[src/rtl/dsh_pkg.sv]
// dsh_pkg: shared types and constants for the diamond-square height map block
// used by dsh_hash and diamond_square_heightmap_top; no dependencies
package dsh_pkg;

	// grid geometry: cell (a, b) lives at address a * GRID_H + b
	localparam int GRID_W  = 64;
	localparam int GRID_H  = 64;
	localparam int CRD_W   = 6;
	localparam int ADDR_W  = 12;
	localparam int CELLS   = GRID_W * GRID_H;

	// configuration register indexes
	localparam logic [2:0] REG_INITIAL_STEP  = 3'd0;
	localparam logic [2:0] REG_RANDOMIZE     = 3'd1;
	localparam logic [2:0] REG_ISLAND        = 3'd2;
	localparam logic [2:0] REG_INVERT        = 3'd3;
	localparam logic [2:0] REG_SMOOTH_PASSES = 3'd4;

	// request kinds
	localparam logic KIND_GENERATE = 1'b0;
	localparam logic KIND_READ     = 1'b1;

	// noise hash constants
	localparam logic [31:0] HASH_ROW_MUL = 32'd57;
	localparam logic [31:0] HASH_MUL     = 32'd60493;
	localparam logic [31:0] HASH_ADD0    = 32'd19990303;
	localparam logic [31:0] HASH_ADD1    = 32'd1376312589;
	localparam logic [31:0] HASH_MASK    = 32'h7fffffff;
	localparam logic [31:0] HASH_SCALE   = 32'd255;

	localparam logic [6:0] RANGE_START = 7'd80;
	localparam logic [7:0] CENTRE_VAL  = 8'd128;
	localparam logic [7:0] HEIGHT_MAX  = 8'd255;

	// hash unit request and response
	typedef struct packed {
		logic             start;
		logic [CRD_W-1:0] x;
		logic [CRD_W-1:0] y;
		logic [9:0]       offset;
		logic [6:0]       divisor;
	} dsh_hash_req_t;

	typedef struct packed {
		logic       busy;
		logic [7:0] noise;
		logic [6:0] rem;
	} dsh_hash_rsp_t;

	typedef enum logic [3:0] {
		H_IDLE, H_M0, H_MIX, H_M1, H_M2, H_ADD, H_M3, H_ADD2, H_M4, H_DIV
	} dsh_hstate_t;

	typedef enum logic [4:0] {
		S_IDLE, S_FILL, S_SEED, S_SEED_WAIT, S_LVL, S_CELL, S_GATHER, S_PUT,
		S_SM_PASS, S_SM_CELL, S_SM_GATHER, S_SM_WR, S_COPY_RD, S_COPY_WR,
		S_READ, S_READ_WAIT, S_RESP
	} dsh_state_t;

endpackage

[src/rtl/dsh_hash.sv]
// dsh_hash: iterative noise hash on one shared 32x32 multiplier, then an
// 8-step restoring remainder; depends on dsh_pkg
module dsh_hash import dsh_pkg::*; (
	input  logic          clk,
	input  logic          arst_n,
	input  dsh_hash_req_t req,
	output dsh_hash_rsp_t rsp
);

	dsh_hstate_t      hst_q, hst_d;
	logic [CRD_W-1:0] x_q, y_q;
	logic [9:0]       off_q;
	logic [6:0]       div_q;
	logic [63:0]      prod_q;
	logic [31:0]      n_q, t_q;
	logic [7:0]       noise_q;
	logic [6:0]       rem_q;
	logic [2:0]       cnt_q;
	logic [31:0]      mul_a, mul_b;
	logic [63:0]      mul_p;
	logic [31:0]      mix_n;
	logic [7:0]       rem_sh;

	// operand select for the shared multiplier
	always_comb begin
		mul_a = prod_q[31:0];
		mul_b = HASH_MUL;
		case (hst_q)
			H_M0: begin
				mul_a = 32'(off_q) + 32'(y_q);
				mul_b = HASH_ROW_MUL;
			end
			H_M1: begin
				mul_a = n_q;
				mul_b = n_q;
			end
			H_M2: begin
				mul_a = prod_q[31:0];
				mul_b = HASH_MUL;
			end
			H_M3: begin
				mul_a = n_q;
				mul_b = t_q;
			end
			H_M4: begin
				mul_a = t_q;
				mul_b = HASH_SCALE;
			end
			default: begin
				mul_a = prod_q[31:0];
				mul_b = HASH_MUL;
			end
		endcase
	end

	assign mul_p  = 64'(mul_a) * 64'(mul_b);
	assign mix_n  = 32'(x_q) + prod_q[31:0];
	assign rem_sh = {rem_q, noise_q[cnt_q]};

	// sequencer next state
	always_comb begin
		hst_d = hst_q;
		case (hst_q)
			H_IDLE: if (req.start) hst_d = H_M0;
			H_M0:   hst_d = H_MIX;
			H_MIX:  hst_d = H_M1;
			H_M1:   hst_d = H_M2;
			H_M2:   hst_d = H_ADD;
			H_ADD:  hst_d = H_M3;
			H_M3:   hst_d = H_ADD2;
			H_ADD2: hst_d = H_M4;
			H_M4:   hst_d = H_DIV;
			H_DIV:  if (cnt_q == 3'd0) hst_d = H_IDLE;
			default: hst_d = H_IDLE;
		endcase
	end

	always_ff @(posedge clk or negedge arst_n) begin
		if (!arst_n) begin
			hst_q <= H_IDLE;
		end else begin
			hst_q <= hst_d;
		end
	end

	// datapath
	always_ff @(posedge clk) begin
		case (hst_q)
			H_IDLE: begin
				x_q   <= req.x;
				y_q   <= req.y;
				off_q <= req.offset;
				div_q <= req.divisor;
			end
			H_MIX:  n_q <= (mix_n << 13) ^ mix_n;
			H_ADD:  t_q <= prod_q[31:0] + HASH_ADD0;
			H_ADD2: t_q <= (prod_q[31:0] + HASH_ADD1) & HASH_MASK;
			H_DIV: begin
				// one remainder bit per cycle, msb first
				if (rem_sh >= 8'(div_q)) begin
					rem_q <= 7'(rem_sh - 8'(div_q));
				end else begin
					rem_q <= rem_sh[6:0];
				end
				cnt_q <= cnt_q - 3'd1;
			end
			default: begin
			end
		endcase
		if (hst_q == H_M4) begin
			noise_q <= mul_p[38:31];
			rem_q   <= 7'd0;
			cnt_q   <= 3'd7;
		end
		if (hst_q == H_M0 || hst_q == H_M1 || hst_q == H_M2 || hst_q == H_M3) begin
			prod_q <= mul_p;
		end
	end

	assign rsp.busy  = (hst_q != H_IDLE);
	assign rsp.noise = noise_q;
	assign rsp.rem   = rem_q;

endmodule

[config.mk]
export PLATFORM = sky130hd
export DESIGN_NAME = dsh_hash
export DESIGN_NICKNAME = d
export VERILOG_FILES = /design/src/rtl/dsh_pkg.sv /design/src/rtl/dsh_hash.sv
export SDC_FILE = /design/constraint.sdc
export NUM_CORES = 2
export LEC_CHECK = 0
export ABC_AREA = 1
export BUFFER_PORTS_ARGS = -buffer_cell sky130_fd_sc_hd__buf_2
export CAP_MARGIN = 25
export CELL_PAD_IN_SITES_DETAIL_PLACEMENT = 0
export CELL_PAD_IN_SITES_GLOBAL_PLACEMENT = 1
export CORE_MARGIN = 4
export CORE_UTILIZATION = 48
export DETAILED_ROUTE_END_ITERATION = 12
export PLACE_DENSITY = 0.86
export SLEW_MARGIN = 20
export SYNTH_ARGS = -nofsm -noshare
export SYNTH_HDL_FRONTEND = slang
export SYNTH_SLANG_ARGS = --single-unit
[constraint.sdc]
create_clock -name clk -period 9.4 [get_ports clk]
set_input_delay 1.88 -clock clk [delete_from_list [all_inputs] [get_ports clk]]
set_output_delay 1.88 -clock clk [all_outputs]
set_load 0.02 [all_outputs]
### Word level (Yosys, flattened, before mapping)

Index checks and enable logic that the tools add are counted.

| cells by class | value |
|---|---|
| $mul | 1 |
| muxes and demuxes | 9 |
| reduce and logical (&&, ||, !) cells | 9 |
| eq/ne operators | 11 |
| bitwise gates (word level) | 1 |
| $add $sub $neg | 6 |
| $lt $le $gt $ge | 2 |

Operator list:

| operator | count |
|---|---|
| 32-bit one-hot mux with 4 select lines | 1 |
| 32-bit one-hot mux with 3 select lines | 1 |
| 32-bit one-hot mux with 2 select lines | 1 |
| 4-bit one-hot mux with 10 select lines | 1 |
| 32-bit by 32-bit multiplier with 39-bit output | 1 |
| 32-bit by 25-bit adder with 32-bit output, second input constant | 1 |
| 6-bit by 32-bit adder with 32-bit output | 1 |
| 32-bit XOR | 1 |
| 31-bit adder, second input constant | 1 |
| 4-bit by 3-bit == test with 1-bit output, second input constant | 4 |
| 10-bit by 6-bit adder with 11-bit output | 1 |
| 4-bit by 2-bit == test with 1-bit output, second input constant | 2 |
| 4-bit == test, second input constant | 2 |
| 8-bit by 7-bit greater-or-equal comparator with 1-bit output | 1 |
| 4-bit 2-to-1 mux | 2 |
| 7-bit 2-to-1 mux | 1 |
| 7-bit subtractor | 1 |
| 4-bit by 1-bit == test with 1-bit output, second input constant | 1 |
| 4-bit logical NOT | 1 |
| 3-bit by 4-bit less-than comparator with 1-bit output, second input constant | 1 |
| 2-bit inequality test, second input constant | 2 |
| 4-bit nonzero test | 1 |
| 1-bit binary-select mux with 3-bit select | 1 |
| 3-bit logical NOT | 1 |
| 6 further kinds | 8 |

| storage, ports and cells | value |
|---|---|
| bits in registers | 147 |
| word-level logic and storage cells | 50 |

### Depth between registers and ports, before layout

| logic depth | value |
|---|---|
| depth in word-level cells | 4 |
| depth in mapped cells | 48 |
| gate-level depth less buffers | 47 |

### Worst setup path after synthesis

Ideal clock, no wire load.

| timing | value |
|---|---|
| path type | register -> register |
| from | register y_q[0] |
| to | register noise_q[7], data pin |
| buffers on the path | 1 |
| required time | 9.146 ns |
| setup slack | 1.418 ns |
| data arrival time | 7.728 ns |
| stages on the path, launching flop included | 40 |
| cells stage by stage | edfxtp_1 -> ha_1 -> inv_1 -> fa_1 -> inv_1 -> nand2_1 -> nand2_1 -> o21ai_0 -> o21ai_0 -> nand2_1 -> o21ai_0 -> nand3_1 -> nand2_1 -> o21ai_0 -> buf_2 -> nor2_1 -> fa_1 -> fa_1 -> [4 not listed] -> inv_1 -> fa_1 -> inv_1 -> fa_1 -> fa_1 -> fa_1 -> ha_1 -> a21oi_1 -> o21ai_0 -> nand2_1 -> nand3_1 -> a221oi_1 -> nand2_1 -> a31o_2 -> nand3_1 -> nand2_1 -> nand2_1 -> nand2_1 |

| on the way | value |
|---|---|
| word-level cells in the longest chain between the ends | 3 |

RTL lines:

| item | line | RTL |
|---|---|---|
| from (decl) | dsh_hash.sv:11 | `logic [CRD_W-1:0] x_q, y_q;` |
| from (signal assigned) | dsh_hash.sv:91 | `y_q <= req.y;` |
| 10-bit by 6-bit adder with 11-bit output | dsh_hash.sv:30 | `mul_a = 32'(off_q) + 32'(y_q);` |
| 32-bit one-hot mux with 3 select lines | dsh_hash.sv:28 | `case (hst_q)` |
| 32-bit by 32-bit multiplier with 39-bit output | dsh_hash.sv:56 | `assign mul_p = 64'(mul_a) * 64'(mul_b);` |
| via mul_p[38] | dsh_hash.sv:20 | `logic [63:0] mul_p;` |
| to (signal assigned) | dsh_hash.sv:111 | `noise_q <= mul_p[38:31];` |
| to (decl) | dsh_hash.sv:16 | `logic [7:0] noise_q;` |

The timed path passes the listed nets, and every way through them passes these cells.
A chain may end at the register's enable or synchronous reset.

### Worst setup path after layout

| timing | value |
|---|---|
| from | register hst_q[0] |
| to | register noise_q[7], data pin |

| on the way | value |
|---|---|
| word-level cells in the longest chain between the ends | 4 |
| elaborated cells on any way between the ends | 8 |
| classes of those cells | mul (1); eq/ne (4); mux (2); reduce/logical (1) |

RTL lines:

| item | line | RTL |
|---|---|---|
| from (decl) | dsh_hash.sv:10 | `dsh_hstate_t hst_q, hst_d;` |
| from (signal assigned) | dsh_hash.sv:82 | `hst_q <= hst_d;` |
| 4-bit by 2-bit == test with 1-bit output or 4-bit by 3-bit == test with 1-bit output (tied branches) | dsh_hash.sv:28 |  |
| 2-bit OR reduction (no source line) | -- |  |
| 32-bit one-hot mux with 3 select lines | dsh_hash.sv:28 |  |
| 32-bit by 32-bit multiplier with 39-bit output * | dsh_hash.sv:56 |  |
| via mul_p[38] | dsh_hash.sv:20 |  |

Mark *: on every way through the listed nets, which the timed path passes. The rest lies on a longest branch.

==> results_dict.tcl <==
set metrics [dict create \
    worstPathArrival_ns 9.20 \
    required_ns 9.60 \
    crit_family "adder cells" \
    initial_utilization_pct 48.5 \
    outcome "finished clean" \
    worstSkewPairLatency_ns 0.45 \
    path_max_fanout 19 \
    dp.final_hpwl_um 93300 \
    wl_per_cell_um 24.9 \
    n_antenna_cell 0 \
    gp_congestion 1.04 \
    vias 25800 \
    start_kind "flip-flop" \
    grt-ovfl-total 0 \
    layout_setup_ws_ns 0.405 \
    cts_buffer_depth 2 \
    postRouteAntennaNets 0 \
    crit_path_end_kind "flip-flop" \
    synth_edf_count 133 \
    dr.pass1.iters 7 \
    post-route-min-period_ns 9.00 \
    drt_iter0_drc 2982 \
    drive_gt1_share_pct 7.16 \
    syn_nets 4522 \
    chipHeight_um 260 \
    critPathMostFrequentCell "fa_1" \
    cts.reportedPaths.clkPinSlew_ns 0.06 \
    grt_pass1_wl_um 171000 \
    critPathMaxStageDelay_ns 0.60 \
    hp-class "reg -> reg" \
    skew_ns 0.0128 \
    fp.coreArea_um2 63100 \
    slew_headroom_pct 38.1 \
    r2r_end "noise_q[7]" \
    cts-root-buf "clkbuf_16" \
    hold_start "rem_q[3]" \
    syn_area_per_cell_um2 8.22 \
    min_path_cells 2 \
    crit_slowest_cell "fa_1" \
    period_share_pct 95.7 \
    reg2reg_slack_ns 0.40 \
    first_global_vias 26000 \
    holdPathEnd "rem_q[3]" \
    port_buffers 47 \
    ioPinCount 48 \
    netlist_area_um2 30600 \
    cap_violations 0 \
    timing_worst_setup_path_type "reg -> reg" \
    htree_levels 4 \
    cts_tree "built" \
    route.detailed.drc 0 \
    grt_start_max_net_pins 33 \
    ff2ff_path_depth 31 \
    netlist_instances 3723 \
    antenna_found_initial 4 \
    finalNonFillerCells 4671 \
    yosysSeqAreaShare_pct 14.0 \
    async_reset_ff_share_pct 2.72 \
    fmax_ghz 0.111 \
    post-place-cells 4635 \
    drt_wl_total_um 116000 \
    cts_made_buffers 17 \
    worst_pin_slew_ns 0.929 \
    dp_slack_ns 0.214 \
    ys_seq_elements 147 \
    setup_viol 0 \
    routed_via_density 5.52 \
    rows 92 \
    r2r-start "hst_q[0]" \
    nets 4611 \
    area_growth_pct 8.41 \
    yosys_most_used_dff "edfxtp_1" \
    fin_tns_setup_ns 0 \
    crit_buf_inv 6 \
    synth_cell_type_count 56 \
    track_usage_pct 34.9 \
    synth_warnings 0 \
    die_x_um 260 \
    finalHoldViolations 0 \
    cts_hold_buf 0 \
    slew_viol_final 0 \
    fp.dieArea_um2 67800 \
    numClockSinks 147 \
]
[synthesized netlist by cell type, types with 18 or more instances]
cell | instances | area share (%)
xor2_1 | 97 | 2.8
ha_1 | 164 | 6.7
edfxtp_1 | 133 | 13
fa_1 | 603 | 39
clkbuf_1 | 80 | 0.98
xnor2_1 | 26 | 0.74
nor2_1 | 342 | 4.2
a21oi_1 | 83 | 1.4
nor3_1 | 22 | 0.36
nand2_1 | 849 | 10
o21ai_0 | 77 | 1.3
buf_2 | 18 | 0.29
inv_1 | 944 | 12
nand3_1 | 94 | 1.5
[area by class of cell]
cell class | instances | area [µm²]
Sequential cell | 147 | 4290
Timing Repair Buffer | 181 | 1360
Inverter | 969 | 3650
Multi-Input combinational cell | 2496 | 22200
Tap cell | 846 | 1060
Clock inverter | 10 | 125
Fill cell | 6061 | 29900
Clock buffer | 22 | 464
[registers in the layout, summed over array words and instances, names as in the netlist, 6 cells and up]
register	cells
off_q	10
prod_q	32
rem_q	7
noise_q	8
n_q	32
x_q	6
t_q	32
y_q	6
div_q	7
[cell families (layout without fill, tap and decap cells)]
group / after synthesis / after routing / share of synthesized area (%)
flops: 147 / 147 / 14.0
xor+xnor: 123 / 123 / 3.52
compound gates: 246 / 246 / 4.99
simple gates: 1360 / 1360 / 17.8
fa+ha+maj: 767 / 767 / 46.2
buf+inv: 1080 / 1182 / 13.5
[how the worst max path moves through the flow]
stage | startpoint | to | slack [ns] | cells after the start
floorplan | y_q[0] | noise_q[7] | 1.42 | 39
global placement | y_q[0] | noise_q[7] | 0.30 | 36
detailed placement | y_q[0] | noise_q[7] | 0.21 | 38
CTS | hst_q[0] | noise_q[2] | 0.18 | 34
global route | off_q[0] | noise_q[5] | -0.03 | 40
finish | hst_q[0] | noise_q[7] | 0.40 | 31
[per-layer routing]
layer | GRT usage (%) | vias up | part of all wire (%)
li1 | - | 11100 | -
met1 | 48.0 | 12900 | 39
met2 | 53.2 | 1481 | 43
met3 | 8.69 | 310 | 12
met4 | 14.5 | 4 | 5.4
met5 | 0 | - | 0.024
[placed cells by master (no fill, tap or decap), types with 5 or more instances in the layout]
cell,Yosys,routed
dfxtp_1,10,10
inv_1,944,942
nor2_2,6,8
o21a_1,5,5
o21ai_1,5,10
edfxtp_1,133,133
xor2_1,97,97
nand3b_1,7,7
nand2_1,849,849
buf_2,18,47
nand4_1,17,17
fa_1,603,603
inv_2,7,8
nand3_1,94,94
buf_4,5,125
nor3_1,22,20
o22ai_1,9,9
nand2_2,7,7
o22ai_2,7,7
o211ai_1,10,10
nor2_1,342,340
a22oi_1,6,6
a31oi_1,13,13
buf_12,0,7
a21oi_1,83,81
o21ai_0,77,70
clkinvlp_4,0,5
clkbuf_16,0,17
ha_1,164,164
xnor2_1,26,26
clkinv_1,17,16
[what timing repair did]
| action | CTS | global route |
|---|---|---|
| buffers inserted | 0 | 3 |
| gates resized for setup | 0 | 12 |
| setup endpoints to repair | 0 | 12 |
[per-stage QoR]
step | hold slack, ns | instance area (µm²) | util (%)
4_1_cts | 0.523 | 33100 | 52.5
6_report | 0.519 | 33200 | 52.6
3_5_place_dp | 0.513 | 32500 | 51.5
5_1_grt | 0.559 | 33200 | 52.6
2_1_floorplan | 0.473 | 30600 | -
3_3_place_gp | 0.497 | 32500 | 51.5
[worst min-delay path, delay by kind of cell (launching register included)]
family	cells	cell delay (ns)
AOI/OAI and AO/OA	1	0.05
and+or+nand+nor	1	0.08
DFF	1	0.35
Power is left out: the tool's default activity adds up to more than one toggle a clock period on the data nets, which glitch-free logic cannot reach.
